<file path="config.mk">
export PLATFORM = sky130hd
export DESIGN_NAME = linear_upsample_2x_edge_extrap
export DESIGN_NICKNAME = d
export VERILOG_FILES = /design/src/design/ulx_pkg.sv /design/src/design/ulx_mix.sv /design/src/design/ulx_job.sv /design/src/design/linear_upsample_2x_edge_extrap.sv
export SDC_FILE = /design/constraint.sdc
export NUM_CORES = 1
export LEC_CHECK = 0
export ABC_AREA = 0
export BUFFER_PORTS_ARGS = -buffer_cell sky130_fd_sc_hd__buf_2
export CAP_MARGIN = 20
export CORE_MARGIN = 1
export CORE_UTILIZATION = 66
export DETAILED_ROUTE_END_ITERATION = 10
export PLACE_DENSITY = 0.84
export REMOVE_ABC_BUFFERS = 1
export SLEW_MARGIN = 30
export SYNTH_ARGS = -nofsm -noshare
export SYNTH_HDL_FRONTEND = slang
export SYNTH_SLANG_ARGS = --single-unit
export TNS_END_PERCENT = 1
</file>
<file path="constraint.sdc">
create_clock -name clk -period 12.65 [get_ports clk]
set_input_delay 0.6325 -clock clk [delete_from_list [all_inputs] [get_ports clk]]
set_output_delay 0.6325 -clock clk [all_outputs]
set_load 0.02 [all_outputs]
</file>
<file path="src/design/ulx_pkg.sv">
package ulx_pkg;

  // Default widths
  localparam int SAMPLE_WIDTH_DEF   = 16;
  localparam int COEF_FRAC_BITS_DEF = 15;

  // Most fine samples one coarse sample can cause
  localparam int MAX_FINE = 4;
  localparam int SLOT_W   = $clog2(MAX_FINE);

  // Which weighted sum a fine sample is
  typedef enum logic [2:0] {
    K_EDGE_LEFT,   // 1.25*p - 0.25*s
    K_NEAR_PREV,   // 0.75*p + 0.25*s
    K_NEAR_CUR,    // 0.25*p + 0.75*s
    K_THIRD,       // 2/3*p + 1/3*s
    K_PASS,        // s
    K_EDGE_RIGHT   // 1.25*s - 0.25*p
  } kind_t;

  // One fine sample request from the job register to the output stage
  typedef struct packed {
    logic  valid;
    kind_t kind;
    logic  final_out;
  } issue_t;

endpackage

</file>
<file path="src/design/ulx_mix.sv">
module ulx_mix #(
  parameter int SAMPLE_WIDTH   = ulx_pkg::SAMPLE_WIDTH_DEF,
  parameter int COEF_FRAC_BITS = ulx_pkg::COEF_FRAC_BITS_DEF
) (
  input  ulx_pkg::kind_t                  kind,
  input  logic signed [SAMPLE_WIDTH-1:0]  prev_val,
  input  logic signed [SAMPLE_WIDTH-1:0]  cur_val,
  output logic signed [SAMPLE_WIDTH-1:0]  mix_val
);

  localparam int CW   = COEF_FRAC_BITS + 2;
  localparam int PW   = SAMPLE_WIDTH + CW;
  localparam int SUMW = PW + 1;
  localparam int RW   = SUMW - COEF_FRAC_BITS;

  localparam longint ONE_L = longint'(1) << COEF_FRAC_BITS;
  localparam longint C125_L = ONE_L + (ONE_L >> 2);
  localparam longint C025_L = ONE_L >> 2;
  localparam longint C075_L = (3 * ONE_L) >> 2;
  localparam longint C23_L  = (2 * ONE_L + 1) / 3;
  localparam longint C13_L  = (ONE_L + 1) / 3;

  localparam logic signed [CW-1:0] C_ONE  = CW'(ONE_L);
  localparam logic signed [CW-1:0] C_125  = CW'(C125_L);
  localparam logic signed [CW-1:0] C_025  = CW'(C025_L);
  localparam logic signed [CW-1:0] C_N025 = CW'(-C025_L);
  localparam logic signed [CW-1:0] C_075  = CW'(C075_L);
  localparam logic signed [CW-1:0] C_23   = CW'(C23_L);
  localparam logic signed [CW-1:0] C_13   = CW'(C13_L);

  localparam logic signed [SUMW-1:0] HALF = SUMW'(ONE_L >> 1);
  localparam logic signed [RW-1:0] S_MAX = RW'((longint'(1) << (SAMPLE_WIDTH - 1)) - 1);
  localparam logic signed [RW-1:0] S_MIN = RW'(-(longint'(1) << (SAMPLE_WIDTH - 1)));

  logic signed [SAMPLE_WIDTH-1:0] op_a;
  logic signed [SAMPLE_WIDTH-1:0] op_b;
  logic signed [CW-1:0]           coef_a;
  logic signed [CW-1:0]           coef_b;
  logic signed [PW-1:0]           prod_a;
  logic signed [PW-1:0]           prod_b;
  logic signed [SUMW-1:0]         sum;
  logic signed [RW-1:0]           rounded;

  // Pick operands and weights
  always_comb begin
    op_a   = prev_val;
    op_b   = cur_val;
    coef_a = C_075;
    coef_b = C_025;
    case (kind)
      ulx_pkg::K_EDGE_LEFT: begin
        coef_a = C_125;
        coef_b = C_N025;
      end
      ulx_pkg::K_NEAR_PREV: begin
        coef_a = C_075;
        coef_b = C_025;
      end
      ulx_pkg::K_NEAR_CUR: begin
        coef_a = C_025;
        coef_b = C_075;
      end
      ulx_pkg::K_THIRD: begin
        coef_a = C_23;
        coef_b = C_13;
      end
      ulx_pkg::K_EDGE_RIGHT: begin
        op_a   = cur_val;
        op_b   = prev_val;
        coef_a = C_125;
        coef_b = C_N025;
      end
      default: begin
        // pass the current sample through at unit weight
        op_a   = cur_val;
        op_b   = '0;
        coef_a = C_ONE;
        coef_b = '0;
      end
    endcase
  end

  // Weighted sum, round half up, floor shift
  assign prod_a  = PW'(op_a) * PW'(coef_a);
  assign prod_b  = PW'(op_b) * PW'(coef_b);
  assign sum     = SUMW'(prod_a) + SUMW'(prod_b) + HALF;
  assign rounded = $signed(sum[SUMW-1:COEF_FRAC_BITS]);

  // Saturate to the sample range
  always_comb begin
    if (rounded > S_MAX) begin
      mix_val = S_MAX[SAMPLE_WIDTH-1:0];
    end else if (rounded < S_MIN) begin
      mix_val = S_MIN[SAMPLE_WIDTH-1:0];
    end else begin
      mix_val = rounded[SAMPLE_WIDTH-1:0];
    end
  end

endmodule

</file>
<file path="src/design/ulx_job.sv">
module ulx_job #(
  parameter int SAMPLE_WIDTH = ulx_pkg::SAMPLE_WIDTH_DEF
) (
  input  logic                           clk,
  input  logic                           rst,
  input  logic                           accept,
  input  logic [1:0]                     seen,
  input  logic                           last_in,
  input  logic                           odd_len,
  input  logic signed [SAMPLE_WIDTH-1:0] prev_in,
  input  logic signed [SAMPLE_WIDTH-1:0] cur_in,
  input  logic                           take,
  output logic                           free,
  output ulx_pkg::issue_t                issue,
  output logic signed [SAMPLE_WIDTH-1:0] prev_val,
  output logic signed [SAMPLE_WIDTH-1:0] cur_val
);

  localparam int SW = ulx_pkg::SLOT_W;

  logic                   busy;
  logic [SW-1:0]          slot;
  logic [SW-1:0]          last_slot;
  logic                   item_last;
  ulx_pkg::kind_t         kinds [ulx_pkg::MAX_FINE];

  ulx_pkg::kind_t         kinds_next [ulx_pkg::MAX_FINE];
  logic [SW-1:0]          last_slot_next;
  logic                   has_work;
  logic                   at_end;

  // Build the list of fine samples this item causes
  always_comb begin
    for (int i = 0; i < ulx_pkg::MAX_FINE; i++) begin
      kinds_next[i] = ulx_pkg::K_PASS;
    end
    last_slot_next = '0;
    has_work       = 1'b1;
    if (seen == 2'd0) begin
      // first sample: stored, or emitted alone for a one-sample run
      has_work = last_in;
    end else if (seen == 2'd1) begin
      kinds_next[0] = ulx_pkg::K_EDGE_LEFT;
      if (last_in && odd_len) begin
        kinds_next[1]  = ulx_pkg::K_THIRD;
        kinds_next[2]  = ulx_pkg::K_PASS;
        last_slot_next = SW'(2);
      end else begin
        kinds_next[1]  = ulx_pkg::K_NEAR_PREV;
        kinds_next[2]  = ulx_pkg::K_NEAR_CUR;
        kinds_next[3]  = ulx_pkg::K_EDGE_RIGHT;
        last_slot_next = last_in ? SW'(3) : SW'(2);
      end
    end else begin
      if (last_in && odd_len) begin
        kinds_next[0]  = ulx_pkg::K_THIRD;
        kinds_next[1]  = ulx_pkg::K_PASS;
        last_slot_next = SW'(1);
      end else begin
        kinds_next[0]  = ulx_pkg::K_NEAR_PREV;
        kinds_next[1]  = ulx_pkg::K_NEAR_CUR;
        kinds_next[2]  = ulx_pkg::K_EDGE_RIGHT;
        last_slot_next = last_in ? SW'(2) : SW'(1);
      end
    end
  end

  assign at_end = (slot == last_slot);
  assign free   = !busy || (take && at_end);

  // Hold the item and step through its fine samples
  always_ff @(posedge clk) begin
    if (rst) begin
      busy <= 1'b0;
      slot <= '0;
    end else if (accept && has_work) begin
      busy <= 1'b1;
      slot <= '0;
    end else if (busy && take) begin
      if (at_end) begin
        busy <= 1'b0;
      end else begin
        slot <= slot + SW'(1);
      end
    end
  end

  // Load the payload of a new item
  always_ff @(posedge clk) begin
    if (accept && has_work) begin
      kinds     <= kinds_next;
      last_slot <= last_slot_next;
      item_last <= last_in;
      prev_val  <= prev_in;
      cur_val   <= cur_in;
    end
  end

  assign issue.valid     = busy;
  assign issue.kind      = kinds[slot];
  assign issue.final_out = item_last && at_end;

  // The slot never runs past the end of the list
  assert property (@(posedge clk) disable iff (rst)
    busy && take && !at_end && !(accept && has_work) |=> busy)
    else $error("job dropped before its last fine sample");

  assert property (@(posedge clk) disable iff (rst)
    busy |-> slot <= last_slot)
    else $error("slot beyond end of list");

  assert property (@(posedge clk) disable iff (rst)
    accept |-> free)
    else $error("item accepted while job still pending");

endmodule

</file>
<file path="src/design/linear_upsample_2x_edge_extrap.sv">
// Doubles a run of coarse samples by linear interpolation (3/4, 1/4 weights) with
// extrapolated edges. The first sample of a run is stored and emits nothing; the
// second emits the left-edge value and two interpolated values; each later sample
// emits two; the last sample adds the right-edge value, or, when cfg_data set the
// odd-length mode, ends with a 2/3-1/3 value and the sample itself. A run of one
// sample emits that sample. last_of_run flags the final fine value of a run.
// Flow: an item that causes k fine values holds the job register until the output
// register takes them, one fine value per cycle unless out_ready stalls it; an item
// that causes none is taken without holding it. The next item is taken in the cycle
// the job issues its final value. An input passes the job register, then the output
// register, on its way out. Write cfg_data only while the block is idle.
module linear_upsample_2x_edge_extrap #(
  parameter int SAMPLE_WIDTH   = ulx_pkg::SAMPLE_WIDTH_DEF,
  parameter int COEF_FRAC_BITS = ulx_pkg::COEF_FRAC_BITS_DEF
) (
  input  logic                           clk,
  input  logic                           rst,
  input  logic                           cfg_valid,
  output logic                           cfg_ready,
  input  logic                           cfg_data,
  input  logic                           in_valid,
  output logic                           in_ready,
  input  logic signed [SAMPLE_WIDTH-1:0] sample,
  input  logic                           last_sample,
  output logic                           out_valid,
  input  logic                           out_ready,
  output logic signed [SAMPLE_WIDTH-1:0] fine_value,
  output logic                           last_of_run
);

  logic                           odd_output_length;
  logic signed [SAMPLE_WIDTH-1:0] previous_sample;
  logic [1:0]                     samples_seen;

  logic                           accept;
  logic                           take;
  logic                           job_free;
  ulx_pkg::issue_t                job_issue;
  logic signed [SAMPLE_WIDTH-1:0] job_prev;
  logic signed [SAMPLE_WIDTH-1:0] job_cur;
  logic signed [SAMPLE_WIDTH-1:0] mix_val;

  assign cfg_ready = 1'b1;
  assign in_ready  = job_free;
  assign accept    = in_valid && in_ready;
  assign take      = !out_valid || out_ready;

  // Mode register
  always_ff @(posedge clk) begin
    if (rst) begin
      odd_output_length <= 1'b0;
    end else if (cfg_valid && cfg_ready) begin
      odd_output_length <= cfg_data;
    end
  end

  // Run state: previous sample and saturating count
  always_ff @(posedge clk) begin
    if (rst) begin
      previous_sample <= '0;
      samples_seen    <= 2'd0;
    end else if (accept) begin
      if (last_sample) begin
        previous_sample <= '0;
        samples_seen    <= 2'd0;
      end else begin
        previous_sample <= sample;
        samples_seen    <= (samples_seen == 2'd0) ? 2'd1 : 2'd2;
      end
    end
  end

  ulx_job #(
    .SAMPLE_WIDTH(SAMPLE_WIDTH)
  ) u_job (
    .clk      (clk),
    .rst      (rst),
    .accept   (accept),
    .seen     (samples_seen),
    .last_in  (last_sample),
    .odd_len  (odd_output_length),
    .prev_in  (previous_sample),
    .cur_in   (sample),
    .take     (take),
    .free     (job_free),
    .issue    (job_issue),
    .prev_val (job_prev),
    .cur_val  (job_cur)
  );

  ulx_mix #(
    .SAMPLE_WIDTH  (SAMPLE_WIDTH),
    .COEF_FRAC_BITS(COEF_FRAC_BITS)
  ) u_mix (
    .kind     (job_issue.kind),
    .prev_val (job_prev),
    .cur_val  (job_cur),
    .mix_val  (mix_val)
  );

  // Output register
  always_ff @(posedge clk) begin
    if (rst) begin
      out_valid <= 1'b0;
    end else if (take) begin
      out_valid <= job_issue.valid;
    end
  end

  always_ff @(posedge clk) begin
    if (take && job_issue.valid) begin
      fine_value  <= mix_val;
      last_of_run <= job_issue.final_out;
    end
  end

  assert property (@(posedge clk) disable iff (rst)
    accept && last_sample |=> samples_seen == 2'd0 && previous_sample == '0)
    else $error("run state not cleared after last sample");

  assert property (@(posedge clk) disable iff (rst)
    samples_seen != 2'd3)
    else $error("sample count beyond saturation");

  assert property (@(posedge clk) disable iff (rst)
    accept && !last_sample && samples_seen != 2'd0 |=> job_issue.valid)
    else $error("interior sample produced no fine values");

  assert property (@(posedge clk) disable iff (rst)
    accept && samples_seen == 2'd0 && !last_sample && !job_issue.valid |=> !job_issue.valid)
    else $error("first sample of a run started a job");

endmodule
</file>
==> results of run 1 <==
[critical path, stage by stage (launching register included)]
cell	delay, ns
sky130_fd_sc_hd__dfxtp_1	0.61
sky130_fd_sc_hd__mux4_2	0.76
sky130_fd_sc_hd__and2_1	0.36
sky130_fd_sc_hd__or3_1	0.59
sky130_fd_sc_hd__nor2_1	0.52
sky130_fd_sc_hd__inv_1	0.18
sky130_fd_sc_hd__fa_1	0.63
sky130_fd_sc_hd__inv_1	0.10
sky130_fd_sc_hd__fa_1	0.46
sky130_fd_sc_hd__inv_1	0.19
sky130_fd_sc_hd__fa_1	0.47
sky130_fd_sc_hd__fa_1	0.53
sky130_fd_sc_hd__inv_1	0.07
sky130_fd_sc_hd__fa_1	0.56
sky130_fd_sc_hd__fa_1	0.44
sky130_fd_sc_hd__fa_1	0.51
sky130_fd_sc_hd__inv_1	0.06
sky130_fd_sc_hd__fa_1	0.47
sky130_fd_sc_hd__inv_1	0.04
sky130_fd_sc_hd__ha_1	0.38
sky130_fd_sc_hd__nand2_1	0.13
sky130_fd_sc_hd__or4_1	0.57
sky130_fd_sc_hd__o221ai_1	0.18
sky130_fd_sc_hd__a21oi_1	0.11
sky130_fd_sc_hd__a31oi_1	0.22
sky130_fd_sc_hd__xor2_1	0.15
sky130_fd_sc_hd__o311ai_4	0.73
sky130_fd_sc_hd__o21ai_0	0.23
[cell type report]
| class | count | share of cell area [%] |
|---|---|---|
| Clock inverter | 6 | 0.2769 |
| Multi-Input combinational cell | 1039 | 71.01 |
| Timing Repair Buffer | 46 | 1.414 |
| Tap cell | 324 | 2.361 |
| Clock buffer | 10 | 1.334 |
| Inverter | 469 | 10.25 |
| Sequential cell | 84 | 13.35 |
[kinds of logic (layout without fill, tap and decap cells)]
logic type	Yosys count	in the layout	synth area share [%]
other	2	6	0.04586
AND/OR/NAND/NOR	269	269	7.938
buffers and inverters	501	531	11.72
multiplexers	23	23	1.559
XOR/XNOR	45	45	2.407
AO/OA/AOI/OAI	160	160	6.899
adder cells (fa/ha/maj)	536	536	55.44
flip-flops	84	84	14.00
[layer usage]
layer / wire length [µm] / GRT usage, % / part of all wire (%) / vias up
met4: 1663 / 12.41 / 4.4 / 0
li1: - / - / - / 5050
met2: 18950 / 54.05 / 50 / 365
met3: 2086 / 4.194 / 5.5 / 92
met5: 0 / 0 / 0 / -
met1: 15520 / 42.25 / 41 / 5661
[sequential cells by signal, summed over array words and instances (netlist names)]
register	cells
fine_value	16
last_of_run	1
odd_output_length	1
out_valid	1
previous_sample	16
samples_seen	2
u_job.busy	1
u_job.cur_val	16
u_job.item_last	1
u_job.kinds	9
u_job.last_slot	2
u_job.prev_val	16
u_job.slot	2
[stage by stage]
step	cells	utilization [%]	setup slack (ns)
after floorplan	1592	-	3.077
after CTS	1977	70.56	1.954
after global routing	1978	70.60	1.576
after detailed placement	1961	69.42	1.967
after global placement	1961	69.41	2.356
final	1978	70.60	2.063
[synthesized netlist by cell type (2+ instances only)]
library cell | instances | area, µm²
sky130_fd_sc_hd__a211o_1 | 2 | 17.52
sky130_fd_sc_hd__a21o_1 | 14 | 105.1
sky130_fd_sc_hd__a21oi_1 | 59 | 295.3
sky130_fd_sc_hd__a22oi_1 | 16 | 120.1
sky130_fd_sc_hd__a31oi_1 | 4 | 25.02
sky130_fd_sc_hd__and2_1 | 13 | 81.33
sky130_fd_sc_hd__and3_1 | 15 | 93.84
sky130_fd_sc_hd__and4_1 | 3 | 26.28
sky130_fd_sc_hd__buf_2 | 3 | 15.01
sky130_fd_sc_hd__buf_6 | 4 | 45.04
sky130_fd_sc_hd__clkbuf_1 | 22 | 82.58
sky130_fd_sc_hd__conb_1 | 2 | 7.510
sky130_fd_sc_hd__dfxtp_1 | 23 | 460.4
sky130_fd_sc_hd__edfxtp_1 | 61 | 1832
sky130_fd_sc_hd__fa_1 | 316 | 6326
sky130_fd_sc_hd__ha_1 | 220 | 2753
sky130_fd_sc_hd__inv_1 | 469 | 1760
sky130_fd_sc_hd__mux2_2 | 2 | 22.52
sky130_fd_sc_hd__mux2_4 | 2 | 30.03
sky130_fd_sc_hd__mux2i_1 | 18 | 180.2
sky130_fd_sc_hd__nand2_1 | 61 | 229.0
sky130_fd_sc_hd__nand2b_1 | 4 | 25.02
sky130_fd_sc_hd__nand3_1 | 6 | 30.03
sky130_fd_sc_hd__nand4_1 | 7 | 43.79
sky130_fd_sc_hd__nor2_1 | 100 | 375.4
sky130_fd_sc_hd__nor2b_1 | 7 | 43.79
sky130_fd_sc_hd__nor3_1 | 11 | 55.05
sky130_fd_sc_hd__nor3b_1 | 16 | 120.1
sky130_fd_sc_hd__nor4_1 | 2 | 12.51
sky130_fd_sc_hd__o211ai_1 | 4 | 30.03
sky130_fd_sc_hd__o21a_1 | 3 | 22.52
sky130_fd_sc_hd__o21ai_0 | 20 | 100.1
sky130_fd_sc_hd__o21ai_2 | 10 | 87.58
sky130_fd_sc_hd__o21bai_1 | 4 | 30.03
sky130_fd_sc_hd__o22a_1 | 2 | 17.52
sky130_fd_sc_hd__o31ai_1 | 2 | 15.01
sky130_fd_sc_hd__or2_2 | 18 | 112.6
sky130_fd_sc_hd__or3_1 | 2 | 12.51
sky130_fd_sc_hd__xnor2_1 | 25 | 219.0
sky130_fd_sc_hd__xor2_1 | 20 | 175.2
[path summary, 6_finish.rpt]
check                                                      start                           end  slack (ns)  cells after the start
worst max-delay path                  u_job.slot[0]$_SDFFE_PP0P_   fine_value[7]$_SDFFCE_PN1P_        2.06                     27
worst max register to register        u_job.slot[0]$_SDFFE_PP0P_   fine_value[7]$_SDFFCE_PN1P_        2.06                     27
worst min register to register  previous_sample[11]$_SDFFE_PP0P_  u_job.prev_val[11]$_DFFE_PP_        0.43                      0
worst min-delay path            previous_sample[11]$_SDFFE_PP0P_  u_job.prev_val[11]$_DFFE_PP_        0.43                      0
==> run metrics, run 1 <==
status=completed; CTS tree=done; DRT iter0 DRCs=776; remaining antenna violation count=0; Worst Setup Path Type=reg -> reg; initial antenna violation count=0; die area=25450 µm²; Placed Area=16880 µm²; worst hold-check slack=0.4317 ns; Least-Margin Pin Slew=0.9649 ns; wire length of the first global-routing pass=62190 µm; setup skew after layout=0.01006 ns; multi-input gate area in the final layout=12190 µm²; placement row count=57; routability-driven placement congestion ratio=0.9904; Cells after Synth=1620; Min-Delay Path Class=reg -> reg; count of flip-flops with a built-in enable after synthesis=61; total negative slack for setup checks=0 ns; period utilization=83.69%; Antenna diodes=0; most common cell after layout, fill and taps aside=sky130_fd_sc_hd__inv_1; HPWL reported at the end of detailed placement=34130 µm; maximum fanout along the worst path=19; fraction of layout instances using a drive strength above 1=6.530%; total gr overflow=0; Floorplan Core Area=24320 µm²; Filler Cell Count=1743; CTS-repair resized insts=0; WL per Instance=19.32 µm; RSZ-0062 raised after global routing=false; WP data arrival=10.62 ns; wirelength, routed=38220 µm; number of iterations in the first detailed-routing pass=5; latest clock arrival within the worst-skew pair=0.34 ns; total number of H-tree levels=3; Finish-stage setup viols=0; shortest clock period the worst path allows after layout=10.59 ns; die height=159.5 µm; final hold vios=0; number of CTS-inserted buffers=9; top flip-flop cell by instance count after synthesis=sky130_fd_sc_hd__edfxtp_1; root buf cell=sky130_fd_sc_hd__clkbuf_16; CP Capture Type=register; share of synthesized registers carrying an async set or reset=0%; via count=11170; signed area change from the synthesized netlist to the final layout=4.844%; Worst-path clk slew=0.06 ns; Max-Cap Viols=0; data required time of the worst path=12.69 ns; Starting Density=67.34%; Max Slew Vio Count=0; I/O pin count=43; hold-fix buffer count after cts=0; Final Net Count=2208; overall global routing resource usage=32.01%; number of buffers between clock root and the deepest sink=2; remaining max-slew budget at the tightest pin=35.18%; summed instance area of the synthesized netlist=16380 µm²; final standard cell area without fillers=17170 µm²; number of warnings printed during yosys synthesis=0; number of buffers inserted by port buffering=41; highest attainable clock frequency=94.45 MHz; number of setup buffers added after CTS=0; Reg area=2292 µm²; proportion of synthesized chip area in sequential cells=14.00%; Clock Sinks=84; number of DRC violations after detailed routing=0; most frequent cells in the layout=sky130_fd_sc_hd__inv_1, sky130_fd_sc_hd__fa_1, sky130_fd_sc_hd__ha_1; post-synthesis average cell area=10.11 µm²; vias in the first global route=12160; die boundary width=159.5 µm; count of unique library cells instantiated by Yosys=68; largest net degree at the start of global routing=47; flop and latch count out of synthesis=84; vias per inst=5.646; kind of launch point of the worst setup path=register
Power of run 1 is not shown: default switching activity piles up to over one toggle a cycle in this logic, so the estimate is an artifact.
==> run 2, diff against run 1 <==
--- a/config.mk
+++ b/config.mk
@@ -9,9 +9,9 @@
 export BUFFER_PORTS_ARGS = -buffer_cell sky130_fd_sc_hd__buf_2
 export CAP_MARGIN = 20
 export CORE_MARGIN = 1
-export CORE_UTILIZATION = 66
+export CORE_UTILIZATION = 60
 export DETAILED_ROUTE_END_ITERATION = 10
-export PLACE_DENSITY = 0.84
+export PLACE_DENSITY = 0.8
 export REMOVE_ABC_BUFFERS = 1
 export SLEW_MARGIN = 30
 export SYNTH_ARGS = -nofsm -noshare
==> constraint.sdc (replaced) <==
create_clock -name clk -period 9 [get_ports clk]
set_input_delay 0.45 -clock clk [delete_from_list [all_inputs] [get_ports clk]]
set_output_delay 0.45 -clock clk [all_outputs]
set_load 0.02 [all_outputs]
==> run metrics, run 2 (synthesized netlist as in run 1, its figures left out) <==
Clock Sinks=84 (unchanged); Final Net Count=2266 (+2.6%); HPWL reported at the end of detailed placement=35230 µm (+3.2%); Least-Margin Pin Slew=0.6957 ns (-0.2692 ns); WL per Instance=19.09 µm (-1.2%); initial antenna violation count=0 (unchanged); I/O pin count=43 (unchanged); Max Slew Vio Count=0 (unchanged); Worst Setup Path Type=reg -> reg; number of buffer and inverter instances along the worst setup path=5 (-1); total negative slack for setup checks=0 ns (unchanged); CTS tree=done; Starting Density=60.94% (-6.4 points); cell family with most CP delay=adder cells; signed area change from the synthesized netlist to the final layout=9.175%; die height=167.2 µm (+4.8%); setup skew after layout=0.01277 ns (+0.002717 ns); status=completed; slowest library cell on the worst path=sky130_fd_sc_hd__fa_1; final standard cell area without fillers=17880 µm² (+4.1%); Floorplan Core Area=26880 µm² (+11%); wire length of the first global-routing pass=62250 µm (about the same); Min-Delay Path Class=in -> reg; die boundary width=167.2 µm (+4.8%); kind of launch point of the worst setup path=register; number of DRC violations after detailed routing=0 (unchanged); most repeated library cell on the critical path=sky130_fd_sc_hd__fa_1; final hold vios=0 (unchanged); die area=27960 µm² (+9.9%); total gr overflow=0 (unchanged); Finish-stage setup viols=0 (unchanged); delay of the slowest cell on the worst path=0.64 ns (-0.12 ns); Placed Area=17290 µm² (+2.4%); shortest clock period the worst path allows after layout=8.807 ns (-1.780 ns); root buf cell=sky130_fd_sc_hd__clkbuf_16; most frequent cells in the layout=sky130_fd_sc_hd__inv_1, sky130_fd_sc_hd__fa_1, sky130_fd_sc_hd__ha_1; remaining antenna violation count=0 (unchanged); CP startpoint=u_job.slot[1]$_SDFFE_PP0P_; via count=11320 (+1.3%); Antenna diodes=0 (unchanged); maximum fanout along the worst path=10 (-9); fraction of layout instances using a drive strength above 1=12.27% (+5.7 points); number of buffers between clock root and the deepest sink=2 (unchanged); WP data arrival=8.90 ns (-1.72 ns); placement row count=60 (+5.3%); Max-Cap Viols=0 (unchanged); number of buffers inserted by port buffering=41 (unchanged); highest attainable clock frequency=113.5 MHz (+20%); Filler Cell Count=2106 (+21%); overall global routing resource usage=29.35% (-2.7 points); routability-driven placement congestion ratio=1.051 (+6.1%); vias per inst=5.511 (-2.4%); number of iterations in the first detailed-routing pass=5 (unchanged); data required time of the worst path=9.09 ns (-3.60 ns); CP Capture Type=register; wirelength, routed=39180 µm (+2.5%); Worst-path clk slew=0.07 ns (about the same); DRT iter0 DRCs=773 (-0.39%); total number of H-tree levels=3 (unchanged); number of CTS-inserted buffers=9 (unchanged); remaining max-slew budget at the tightest pin=53.62% (+18 points); latest clock arrival within the worst-skew pair=0.35 ns (about the same); most common cell after layout, fill and taps aside=sky130_fd_sc_hd__inv_1; vias in the first global route=12090 (-0.56%); startpoint of the most critical hold path=sample[0]; period utilization=97.86% (+14 points); largest net degree at the start of global routing=40 (-15%); start of the worst register-to-register path=u_job.slot[1]$_SDFFE_PP0P_
[run 2: metal layers]
metal	global-route usage (%)	vias to the layer above	share of wire, %
met5	0	-	0
met4	12.33	0	4.5
met3	4.585	98	6.3
met2	49.04	381	48
met1	38.27	5663	41
li1	-	5173	-
[run 2: layout make-up]
| class | instances | area [µm²] | area share, % |
|---|---|---|---|
| clock inverter | 5 | 46.29 | 0.2589 |
| timing repair buffer | 104 | 701.9 | 3.926 |
| inverter | 469 | 1760 | 9.846 |
| multi-input combinational | 1039 | 12390 | 69.27 |
| sequential | 84 | 2295 | 12.83 |
| tap | 341 | 426.7 | 2.386 |
| clock buffer | 11 | 264.0 | 1.477 |
[run 2: what timing repair did]
item                       CTS  global route
gates resized for setup      6            50
hold buffers                 0             0
setup buffers                4             3
setup endpoints to repair   15            15
pin swaps                    1             6
gates cloned                 0             1
[run 2: final timing paths]
kind                            cells after the start  slack, ns                     endpoint
worst max-delay path                               28       0.19  fine_value[6]$_SDFFCE_PN1P_
worst min-delay path                                1       0.29   u_job.cur_val[0]$_DFFE_PP_
worst max register to register                     28       0.19  fine_value[6]$_SDFFCE_PN1P_
worst min register to register                      0       0.44  u_job.prev_val[1]$_DFFE_PP_
[run 2: through the flow]
step	hold WS (ns)	instances	util (%)	setup slack [ns]
after CTS	0.2861	2049	65.72	0.001565
after global placement	0.4136	2029	64.32	-0.09045
final	0.2905	2053	66.53	0.1928
after global routing	0.2908	2053	66.53	-0.02061
after detailed placement	0.4201	2029	64.33	-0.2072
after floorplan	0.4086	1592	-	-0.5733
Power of run 2 is left out for the same reason.
